<file path="config.mk">
export PLATFORM = sky130hd
export DESIGN_NAME = multichannel_pulse_width_capture_flat
export DESIGN_NICKNAME = d
export VERILOG_FILES = /design/src/mpwc_pkg.sv /design/src/mpwc_if.sv /design/src/mpwc_csr.sv /design/src/mpwc_core.sv /design/src/multichannel_pulse_width_capture.sv /design/src/flat_wrapper.sv
export SDC_FILE = /design/constraint.sdc
export NUM_CORES = 2
export LEC_CHECK = 0
export ABC_CLOCK_PERIOD_IN_PS = 12230
export BUFFER_PORTS_ARGS = -buffer_cell sky130_fd_sc_hd__buf_2
export CAP_MARGIN = 5
export CORE_MARGIN = 4
export CORE_UTILIZATION = 25
export DETAILED_ROUTE_END_ITERATION = 8
export GPL_TIMING_DRIVEN = 0
export SETUP_SLACK_MARGIN = 0.4
export SLEW_MARGIN = 0
export SYNTH_ARGS = -nofsm -noshare
export SYNTH_HDL_FRONTEND = slang
export SYNTH_SLANG_ARGS = --single-unit
export TNS_END_PERCENT = 10
</file>
<file path="constraint.sdc">
create_clock -name clock -period 12.23 [get_ports clock]
set_input_delay 1.223 -clock clock [delete_from_list [all_inputs] [get_ports clock]]
set_output_delay 1.223 -clock clock [all_outputs]
set_load 0.03 [all_outputs]
</file>
<file path="src/mpwc_pkg.sv">
// shared types, widths and constants of the multichannel pulse width capture block
package mpwc_pkg;

   localparam int CHANNELS_DEFAULT = 18;
   localparam int CHANNEL_W        = 5;
   localparam int TIME_W           = 32;
   localparam int WIDTH_W          = 16;
   localparam int COUNT_W          = 32;
   localparam int CSR_INDEX_W      = 2;
   localparam int CSR_DATA_W       = 16;

   localparam logic [WIDTH_W-1:0] MIN_WIDTH_RESET = 16'd500;
   localparam logic [WIDTH_W-1:0] MAX_WIDTH_RESET = 16'd2500;

   typedef enum logic [CSR_INDEX_W-1:0] {
      CSR_MONITOR_ENABLE = 2'd0,
      CSR_MIN_WIDTH      = 2'd1,
      CSR_MAX_WIDTH      = 2'd2
   } csr_index_type;

   typedef struct packed {
      logic               monitor_enable;
      logic [WIDTH_W-1:0] min_width_us;
      logic [WIDTH_W-1:0] max_width_us;
   } csr_type;

   // one channel entry of the state memory
   typedef struct packed {
      logic [TIME_W-1:0]  rise_time;
      logic               rise_seen;
      logic [WIDTH_W-1:0] width;
      logic [COUNT_W-1:0] count;
      logic               width_valid;
   } entry_type;

endpackage

</file>
<file path="src/mpwc_if.sv">
// request and response channel interfaces
interface mpwc_req_if import mpwc_pkg::*; ();
   logic                 valid;
   logic                 ready;
   logic [CHANNEL_W-1:0] channel;
   logic                 rise_event;
   logic                 fall_event;
   logic [TIME_W-1:0]    timestamp_us;

   modport source (output valid, channel, rise_event, fall_event, timestamp_us,
                   input ready);
   modport sink   (input valid, channel, rise_event, fall_event, timestamp_us,
                   output ready);
endinterface

interface mpwc_rsp_if import mpwc_pkg::*; ();
   logic                 valid;
   logic                 ready;
   logic [CHANNEL_W-1:0] channel_out;
   logic [WIDTH_W-1:0]   high_width_us;
   logic [COUNT_W-1:0]   accept_count;
   logic                 width_valid;
   logic                 captured;
   logic                 ignored;

   modport source (output valid, channel_out, high_width_us, accept_count, width_valid,
                   captured, ignored, input ready);
   modport sink   (input valid, channel_out, high_width_us, accept_count, width_valid,
                   captured, ignored, output ready);
endinterface

</file>
<file path="src/mpwc_csr.sv">
// configuration registers
module mpwc_csr import mpwc_pkg::*; (
   input  logic                   clock,
   input  logic                   reset,
   input  logic                   csr_we,
   input  logic [CSR_INDEX_W-1:0] csr_index,
   input  logic [CSR_DATA_W-1:0]  csr_wdata,
   output csr_type                csr_q
);

   csr_type csr_ff;
   csr_type csr_in;

   always_comb begin
      csr_in = csr_ff;
      if (csr_we) begin
         unique case (csr_index_type'(csr_index))
            CSR_MONITOR_ENABLE: csr_in.monitor_enable = csr_wdata[0];
            CSR_MIN_WIDTH:      csr_in.min_width_us   = csr_wdata[WIDTH_W-1:0];
            CSR_MAX_WIDTH:      csr_in.max_width_us   = csr_wdata[WIDTH_W-1:0];
            default:            csr_in = csr_ff;
         endcase
      end
   end

   always_ff @(posedge clock) begin
      if (reset) begin
         csr_ff.monitor_enable <= 1'b0;
         csr_ff.min_width_us   <= MIN_WIDTH_RESET;
         csr_ff.max_width_us   <= MAX_WIDTH_RESET;
      end else begin
         csr_ff <= csr_in;
      end
   end

   assign csr_q = csr_ff;

endmodule

</file>
<file path="src/mpwc_core.sv">
// channel state memory with read-modify-write pipeline and output register
module mpwc_core import mpwc_pkg::*; #(
   parameter int CHANNELS = CHANNELS_DEFAULT
) (
   input  logic       clock,
   input  logic       reset,
   input  csr_type    csr_q,
   mpwc_req_if.sink   req_ch,
   mpwc_rsp_if.source rsp_ch
);

   localparam int IDX_W = (CHANNELS > 1) ? $clog2(CHANNELS) : 1;
   localparam int CMP_W = 7;

   // state memory and per-entry written flags (unwritten entries read as zero)
   entry_type         mem [CHANNELS];
   logic [CHANNELS-1:0] written_ff;

   // request decode
   logic [IDX_W+CHANNEL_W-1:0] req_ext;
   logic [IDX_W-1:0]           req_addr;
   logic                       req_in_range;
   logic                       req_acc;

   // read stage
   logic                 s1_valid_ff, s1_valid_in;
   logic [CHANNEL_W-1:0] s1_channel_ff;
   logic [IDX_W-1:0]     s1_addr_ff;
   logic                 s1_in_range_ff;
   logic                 s1_rise_ff;
   logic                 s1_fall_ff;
   logic [TIME_W-1:0]    s1_ts_ff;
   entry_type            rd_data_ff;
   logic                 written_rd_ff;
   logic                 fwd_hit_ff, fwd_hit_in;
   entry_type            fwd_data_ff;
   logic                 s1_adv;

   // modify
   entry_type         cur;
   entry_type         nxt;
   logic [TIME_W-1:0] pulse_w;
   logic              cap;
   logic              mem_we;

   // output register
   logic                 out_valid_ff, out_valid_in;
   logic [CHANNEL_W-1:0] out_channel_ff;
   logic [WIDTH_W-1:0]   out_width_ff;
   logic [COUNT_W-1:0]   out_count_ff;
   logic                 out_has_ff;
   logic                 out_cap_ff;
   logic                 out_ign_ff;

   assign req_ext      = {{IDX_W{1'b0}}, req_ch.channel};
   assign req_addr     = req_ext[IDX_W-1:0];
   assign req_in_range = {{(CMP_W-CHANNEL_W){1'b0}}, req_ch.channel} < CMP_W'(CHANNELS);

   assign s1_adv       = s1_valid_ff && (!out_valid_ff || rsp_ch.ready);
   assign req_ch.ready = !s1_valid_ff || s1_adv;
   assign req_acc      = req_ch.valid && req_ch.ready;
   assign s1_valid_in  = req_acc ? 1'b1 : (s1_adv ? 1'b0 : s1_valid_ff);

   // a write leaving the stage misses the read issued in the same cycle
   assign fwd_hit_in = s1_adv && mem_we && (s1_addr_ff == req_addr);

   always_comb begin
      if (fwd_hit_ff) begin
         cur = fwd_data_ff;
      end else if (written_rd_ff) begin
         cur = rd_data_ff;
      end else begin
         cur = '0;
      end
   end

   assign pulse_w = s1_ts_ff - cur.rise_time;

   always_comb begin
      nxt = cur;
      cap = 1'b0;
      if (csr_q.monitor_enable) begin
         if (s1_rise_ff) begin
            nxt.rise_time = s1_ts_ff;
            nxt.rise_seen = 1'b1;
         end else if (s1_fall_ff && cur.rise_seen) begin
            nxt.rise_seen = 1'b0;
            if (pulse_w > {{(TIME_W-WIDTH_W){1'b0}}, csr_q.min_width_us} &&
                pulse_w < {{(TIME_W-WIDTH_W){1'b0}}, csr_q.max_width_us}) begin
               nxt.width       = pulse_w[WIDTH_W-1:0];
               nxt.count       = cur.count + COUNT_W'(1);
               nxt.width_valid = 1'b1;
               cap             = 1'b1;
            end
         end
      end
   end

   assign mem_we       = s1_adv && s1_in_range_ff && csr_q.monitor_enable;
   assign out_valid_in = s1_adv ? 1'b1 : (rsp_ch.ready ? 1'b0 : out_valid_ff);

   always_ff @(posedge clock) begin
      if (mem_we) begin
         mem[s1_addr_ff] <= nxt;
      end
      if (req_acc) begin
         rd_data_ff <= mem[req_addr];
      end
   end

   always_ff @(posedge clock) begin
      if (reset) begin
         written_ff    <= '0;
         s1_valid_ff   <= 1'b0;
         fwd_hit_ff    <= 1'b0;
         out_valid_ff  <= 1'b0;
         written_rd_ff <= 1'b0;
      end else begin
         if (mem_we) begin
            written_ff[s1_addr_ff] <= 1'b1;
         end
         s1_valid_ff  <= s1_valid_in;
         out_valid_ff <= out_valid_in;
         if (req_acc) begin
            fwd_hit_ff    <= fwd_hit_in;
            written_rd_ff <= req_in_range && written_ff[req_addr];
         end
      end
   end

   always_ff @(posedge clock) begin
      if (req_acc) begin
         s1_channel_ff  <= req_ch.channel;
         s1_addr_ff     <= req_addr;
         s1_in_range_ff <= req_in_range;
         s1_rise_ff     <= req_ch.rise_event;
         s1_fall_ff     <= req_ch.fall_event;
         s1_ts_ff       <= req_ch.timestamp_us;
         fwd_data_ff    <= nxt;
      end
      if (s1_adv) begin
         out_channel_ff <= s1_channel_ff;
         out_ign_ff     <= !csr_q.monitor_enable;
         if (s1_in_range_ff) begin
            out_width_ff <= nxt.width;
            out_count_ff <= nxt.count;
            out_has_ff   <= nxt.width_valid;
            out_cap_ff   <= cap;
         end else begin
            out_width_ff <= '0;
            out_count_ff <= '0;
            out_has_ff   <= 1'b0;
            out_cap_ff   <= 1'b0;
         end
      end
   end

   assign rsp_ch.valid         = out_valid_ff;
   assign rsp_ch.channel_out   = out_channel_ff;
   assign rsp_ch.high_width_us = out_width_ff;
   assign rsp_ch.accept_count  = out_count_ff;
   assign rsp_ch.width_valid   = out_has_ff;
   assign rsp_ch.captured      = out_cap_ff;
   assign rsp_ch.ignored       = out_ign_ff;

`ifndef ASSERT_OFF
   a_cap_has_pulse: assert property (@(posedge clock) disable iff (reset)
      (out_valid_ff && out_cap_ff) |-> out_has_ff)
      else $error("captured result without width_valid");

   a_cap_not_ignored: assert property (@(posedge clock) disable iff (reset)
      (out_valid_ff && out_cap_ff) |-> !out_ign_ff)
      else $error("captured result while monitoring disabled");

   a_write_in_range: assert property (@(posedge clock) disable iff (reset)
      mem_we |-> (s1_valid_ff && s1_in_range_ff))
      else $error("state write for an invalid or out-of-range channel");

   a_fwd_same_channel: assert property (@(posedge clock) disable iff (reset)
      (req_acc && fwd_hit_in) |=> (fwd_hit_ff && s1_valid_ff))
      else $error("forwarded entry lost");
`endif

endmodule

</file>
<file path="src/multichannel_pulse_width_capture.sv">
// Per-channel servo pulse width capture.
// req_ch carries one edge event per transaction: channel, rise_event, fall_event and a
// free-running 32-bit microsecond timestamp. rsp_ch returns exactly one transaction per
// event with the channel's stored width, accept count, width_valid flag, and whether this
// event captured a width or was ignored because monitoring is off.
// csr_we/csr_index/csr_wdata write monitor_enable, min_width_us and max_width_us; write
// them only while no transaction is in flight.
// A request accepted into the read stage moves to the response register, held valid
// until rsp_ch takes it. Throughput: one event per cycle while rsp_ch is ready, set by
// the single read-modify-write pass over the channel state memory; back-to-back
// events on the same channel are forwarded from the write stage to the read stage.
// Reset (synchronous, active high) clears all channel state through per-entry written
// flags and restores the register defaults (disabled, 500, 2500).
// When rsp_ch stalls, the response register holds its transaction and one more event
// waits in the read stage; req_ch.ready drops until the output drains.
module multichannel_pulse_width_capture import mpwc_pkg::*; #(
   parameter int CHANNELS = CHANNELS_DEFAULT
) (
   input  logic                   clock,
   input  logic                   reset,
   mpwc_req_if.sink               req_ch,
   mpwc_rsp_if.source             rsp_ch,
   input  logic                   csr_we,
   input  logic [CSR_INDEX_W-1:0] csr_index,
   input  logic [CSR_DATA_W-1:0]  csr_wdata
);

   csr_type csr_q;

   mpwc_csr u_csr (
      .clock     (clock),
      .reset     (reset),
      .csr_we    (csr_we),
      .csr_index (csr_index),
      .csr_wdata (csr_wdata),
      .csr_q     (csr_q)
   );

   mpwc_core #(
      .CHANNELS (CHANNELS)
   ) u_core (
      .clock  (clock),
      .reset  (reset),
      .csr_q  (csr_q),
      .req_ch (req_ch),
      .rsp_ch (rsp_ch)
   );

endmodule
</file>
<file path="src/flat_wrapper.sv">
// flat-port wrapper written by rule: the top's interface ports become plain ports
module multichannel_pulse_width_capture_flat import mpwc_pkg::*;
#(
   parameter int CHANNELS = CHANNELS_DEFAULT
)
  (clock, reset, csr_we, csr_index, csr_wdata, req_ch_valid, req_ch_channel, req_ch_rise_event, req_ch_fall_event, req_ch_timestamp_us, req_ch_ready, rsp_ch_valid, rsp_ch_channel_out, rsp_ch_high_width_us, rsp_ch_accept_count, rsp_ch_width_valid, rsp_ch_captured, rsp_ch_ignored, rsp_ch_ready);
  mpwc_req_if req_ch_i ();
  mpwc_rsp_if rsp_ch_i ();
  input  logic clock;
  input  logic reset;
  input  logic csr_we;
  input  logic [CSR_INDEX_W-1:0] csr_index;
  input  logic [CSR_DATA_W-1:0] csr_wdata;
  input wire logic [$bits(req_ch_i.valid)-1:0] req_ch_valid;
  input wire logic [$bits(req_ch_i.channel)-1:0] req_ch_channel;
  input wire logic [$bits(req_ch_i.rise_event)-1:0] req_ch_rise_event;
  input wire logic [$bits(req_ch_i.fall_event)-1:0] req_ch_fall_event;
  input wire logic [$bits(req_ch_i.timestamp_us)-1:0] req_ch_timestamp_us;
  output wire logic [$bits(req_ch_i.ready)-1:0] req_ch_ready;
  output wire logic [$bits(rsp_ch_i.valid)-1:0] rsp_ch_valid;
  output wire logic [$bits(rsp_ch_i.channel_out)-1:0] rsp_ch_channel_out;
  output wire logic [$bits(rsp_ch_i.high_width_us)-1:0] rsp_ch_high_width_us;
  output wire logic [$bits(rsp_ch_i.accept_count)-1:0] rsp_ch_accept_count;
  output wire logic [$bits(rsp_ch_i.width_valid)-1:0] rsp_ch_width_valid;
  output wire logic [$bits(rsp_ch_i.captured)-1:0] rsp_ch_captured;
  output wire logic [$bits(rsp_ch_i.ignored)-1:0] rsp_ch_ignored;
  input wire logic [$bits(rsp_ch_i.ready)-1:0] rsp_ch_ready;
  assign req_ch_i.valid = req_ch_valid;
  assign req_ch_i.channel = req_ch_channel;
  assign req_ch_i.rise_event = req_ch_rise_event;
  assign req_ch_i.fall_event = req_ch_fall_event;
  assign req_ch_i.timestamp_us = req_ch_timestamp_us;
  assign req_ch_ready = req_ch_i.ready;
  assign rsp_ch_valid = rsp_ch_i.valid;
  assign rsp_ch_channel_out = rsp_ch_i.channel_out;
  assign rsp_ch_high_width_us = rsp_ch_i.high_width_us;
  assign rsp_ch_accept_count = rsp_ch_i.accept_count;
  assign rsp_ch_width_valid = rsp_ch_i.width_valid;
  assign rsp_ch_captured = rsp_ch_i.captured;
  assign rsp_ch_ignored = rsp_ch_i.ignored;
  assign rsp_ch_i.ready = rsp_ch_ready;
  multichannel_pulse_width_capture #(.CHANNELS(CHANNELS)) u_core (.clock(clock), .reset(reset), .req_ch(req_ch_i), .rsp_ch(rsp_ch_i), .csr_we(csr_we), .csr_index(csr_index), .csr_wdata(csr_wdata));
endmodule
</file>
==> impl_metrics.toml <==
[clocking]
clock_path_buffers = 3
clock_tree.root_cell = "clkbuf_16"
htree_levels = 4
cts_inserted_buffers = 183
insertion_delay_ps = 820
cts.sinks = 1791
clk_pin_slew_ps = 60
cts_tree = "done"
cts_hold_buf = 0

[timing]
final_hold_viol_count = 0
hold_slack_ps = 457.4
relSlewSlack_pct = 2.537
min_period_ps = 11460
period_share_pct = 93.66
slew_violations = 0
rsz0062_at_grt = "no"
fin_skew_ps = 30.44
setup_viol = 0
worst_pin_slew_ps = 1462
clock.fmax_mhz = 87.30

[finish]
layout_commonest_cell = "edfxtp_1"
final_cell_mix = "edfxtp_1 (1736), mux4_2 (337), mux2i_1 (241)"
multi_input_area_um2 = 18830
fin_cells = 8463
seqCellArea_um2 = 53230
nets = 4549
drive_above_1_share_pct = 20.83
fillers = 28110
area_delta_synth_final_pct = 18.82

[setup_path]
crit_top_cell = "clkbuf_2"
cp_max_fo = 10
cp_data_required_time_ps = 12720
worstPathArrival_ps = 11940
criticalPathCategory = "flip-flop to flip-flop"
slowest_delay_ps = 790
worstSetupStartpointType = "flip-flop"
worstSetupEndpointType = "flip-flop"
cpMaxStageDelayCell = "mux2i_1"

[route]
vias = 41140
via_per_inst = 4.862
postRouteAntennaNets = 0
drc = 0
routed_wl_um = 216300
drt_iter0_drc = 5107
detailedRoute.firstPassIterationCount = 5
wl_per_cell_um = 25.56

[global_routing]
grt_pass1_vias = 40440
antenna_found_initial = 42
grt_busiest_layer = "met2"
grt_pass1_wl_um = 303100
overflow = 0
grtUsageMet1_pct = 19.11
grt_max_degree = 113
grt_use_total_pct = 13.98
grtUsageMet3_pct = 2.721
gr-usage-met2_pct = 21.80

[floorplan]
die_x_um = 547.1
io_pins = 120
coreArea_um2 = 288600
dieArea_um2 = 299300
start_util_pct = 25.17
die_height_um = 547.1
rows = 197

[logic_synthesis]
async_flop_share_pct = 0
yosysSeqAreaShare_pct = 73.27
syn_avg_cell_area_um2 = 18.05
synth-main-ff-cell = "edfxtp_1"
yosysUniqueCellTypes = 93
netlist_area_um2 = 72650
ys_ff_latch = 1791
synth_edf_count = 1736
synthCells = 4024
yosysWarnings = 0
synth_nets = 4143

[outcome]
outcome = "completed"

[power]
p_leak_nw = 30.18
total_power_mw = 12.67
power_density_nw_per_um2 = 146.8
ir_worst_vdd_mv = 0.1471

[placement]
post-place-cells = 8109
dpl.hpwl_um = 150800
io_buffer_count = 118
gp_congestion = 0.8916

[run]
drv_cap = 0

[min_path]
hold_path_class = "flip-flop to flip-flop"
[synthesized netlist by cell type (all sizes together) (24+ instances only)]
library cell / instances / area (um^2)
edfxtp: 1736 / 52130
mux4: 337 / 7590
mux2i: 244 / 2442
a21oi: 237 / 1186
nand2: 224 / 840.8
clkbuf: 158 / 593.1
nor2: 148 / 555.5
nor3: 79 / 400.4
o21ai: 78 / 390.4
buf: 68 / 296.5
a22oi: 57 / 437.9
ha: 57 / 713.2
dfxtp: 55 / 1101
inv: 52 / 195.2
o22ai: 42 / 262.8
xnor2: 42 / 367.9
nand3: 40 / 200.2
nand2b: 31 / 193.9
nor4: 24 / 196.4
[metrics by stage]
step	TNS (ps)	setup WS, ps	util, %	area (um^2)
floorplan	0	3381	-	72650
finish	0	774.9	29.91	86320
global route	0	444.9	29.90	86310
global placement	-7297180	-5300	27.06	78090
CTS	0	106.0	29.79	85980
detailed placement	-921540	-1441	27.75	80100
[state kept, by name, summed over array words and instances, names as in the netlist, 5 cells and up]
register / count
u_core.u_core.s1_ts_ff: 32
u_core.u_core.rsp_ch.high_width_us: 16
u_core.u_core.rsp_ch.accept_count: 32
u_core.u_core.written_ff: 18
u_core.u_csr.csr_q: 33
u_core.u_core.rd_data_ff: 82
u_core.u_core.mem: 1476
u_core.u_core.fwd_data_ff: 82
u_core.u_core.s1_addr_ff: 5
u_core.u_core.rsp_ch.channel_out: 5
[cell families after synthesis]
group                      Yosys count  share of synthesized area, %
AOI/OAI and AO/OA                  560                         4.810
xor gates and xnor gates            54                        0.6510
adders and majority gates           59                         1.009
buffers and inverters              278                         1.493
DFF                               1791                         73.27
muxes                              595                         14.03
and+or+nand+nor                    687                         4.740
[power breakdown]
group | total [mW] | internal, mW | switching, mW | leakage, nW
Clock | 5.37 | 3.03 | 2.34 | 2.77
Combinational | 0.569 | 0.182 | 0.386 | 8.26
Sequential | 6.74 | 6.71 | 0.0315 | 19.1
[repair_timing]
item	in CTS	in global routing
buffers inserted	0	2
resized for setup	33	11
endpoints found under the setup margin	981	980
pin swaps	0	1
cloned	0	0
[critical path, delay by kind of cell, from the launching register on]
kind | cells | cell delay [ps]
adder cells (fa/ha/maj) | 2 | 730
buffers and inverters | 11 | 4000
XOR/XNOR | 1 | 770
flip-flops | 1 | 330
AO/OA/AOI/OAI | 4 | 1160
multiplexers | 1 | 790
AND/OR/NAND/NOR | 9 | 3270
[layer usage]
metal / up-vias / part of all wire, %
li1: 17160 / -
met1: 21520 / 42
met2: 2054 / 46
met3: 402 / 8.0
met4: 4 / 4.2
met5: - / 0.012
[path summary, 6_finish.rpt]
kind,slack (ps),cells past startpoint,to,startpoint
hold reg to reg,460,2,u_core.u_csr.csr_q[4],u_core.u_csr.csr_q[4]
hold / removal,460,2,u_core.u_csr.csr_q[4],u_core.u_csr.csr_q[4]
setup / recovery,770,28,u_core.u_core.rsp_ch.accept_count[3],u_core.u_core.fwd_hit_ff
setup reg to reg,770,28,u_core.u_core.rsp_ch.accept_count[3],u_core.u_core.fwd_hit_ff
[cell type report]
| cell class | instances | area share [%] |
|---|---|---|
| multi-input cells | 1955 | 21.82 |
| plain buffers | 226 | 1.083 |
| diodes | 12 | 0.03479 |
| clock inverters | 87 | 0.9494 |
| flip-flops and latches | 1791 | 61.66 |
| clock buffers | 239 | 5.657 |
| inverters | 52 | 0.2348 |
| repair buffers | 221 | 2.937 |
| well taps | 3880 | 5.624 |
(Power assumes the default switching activity.)
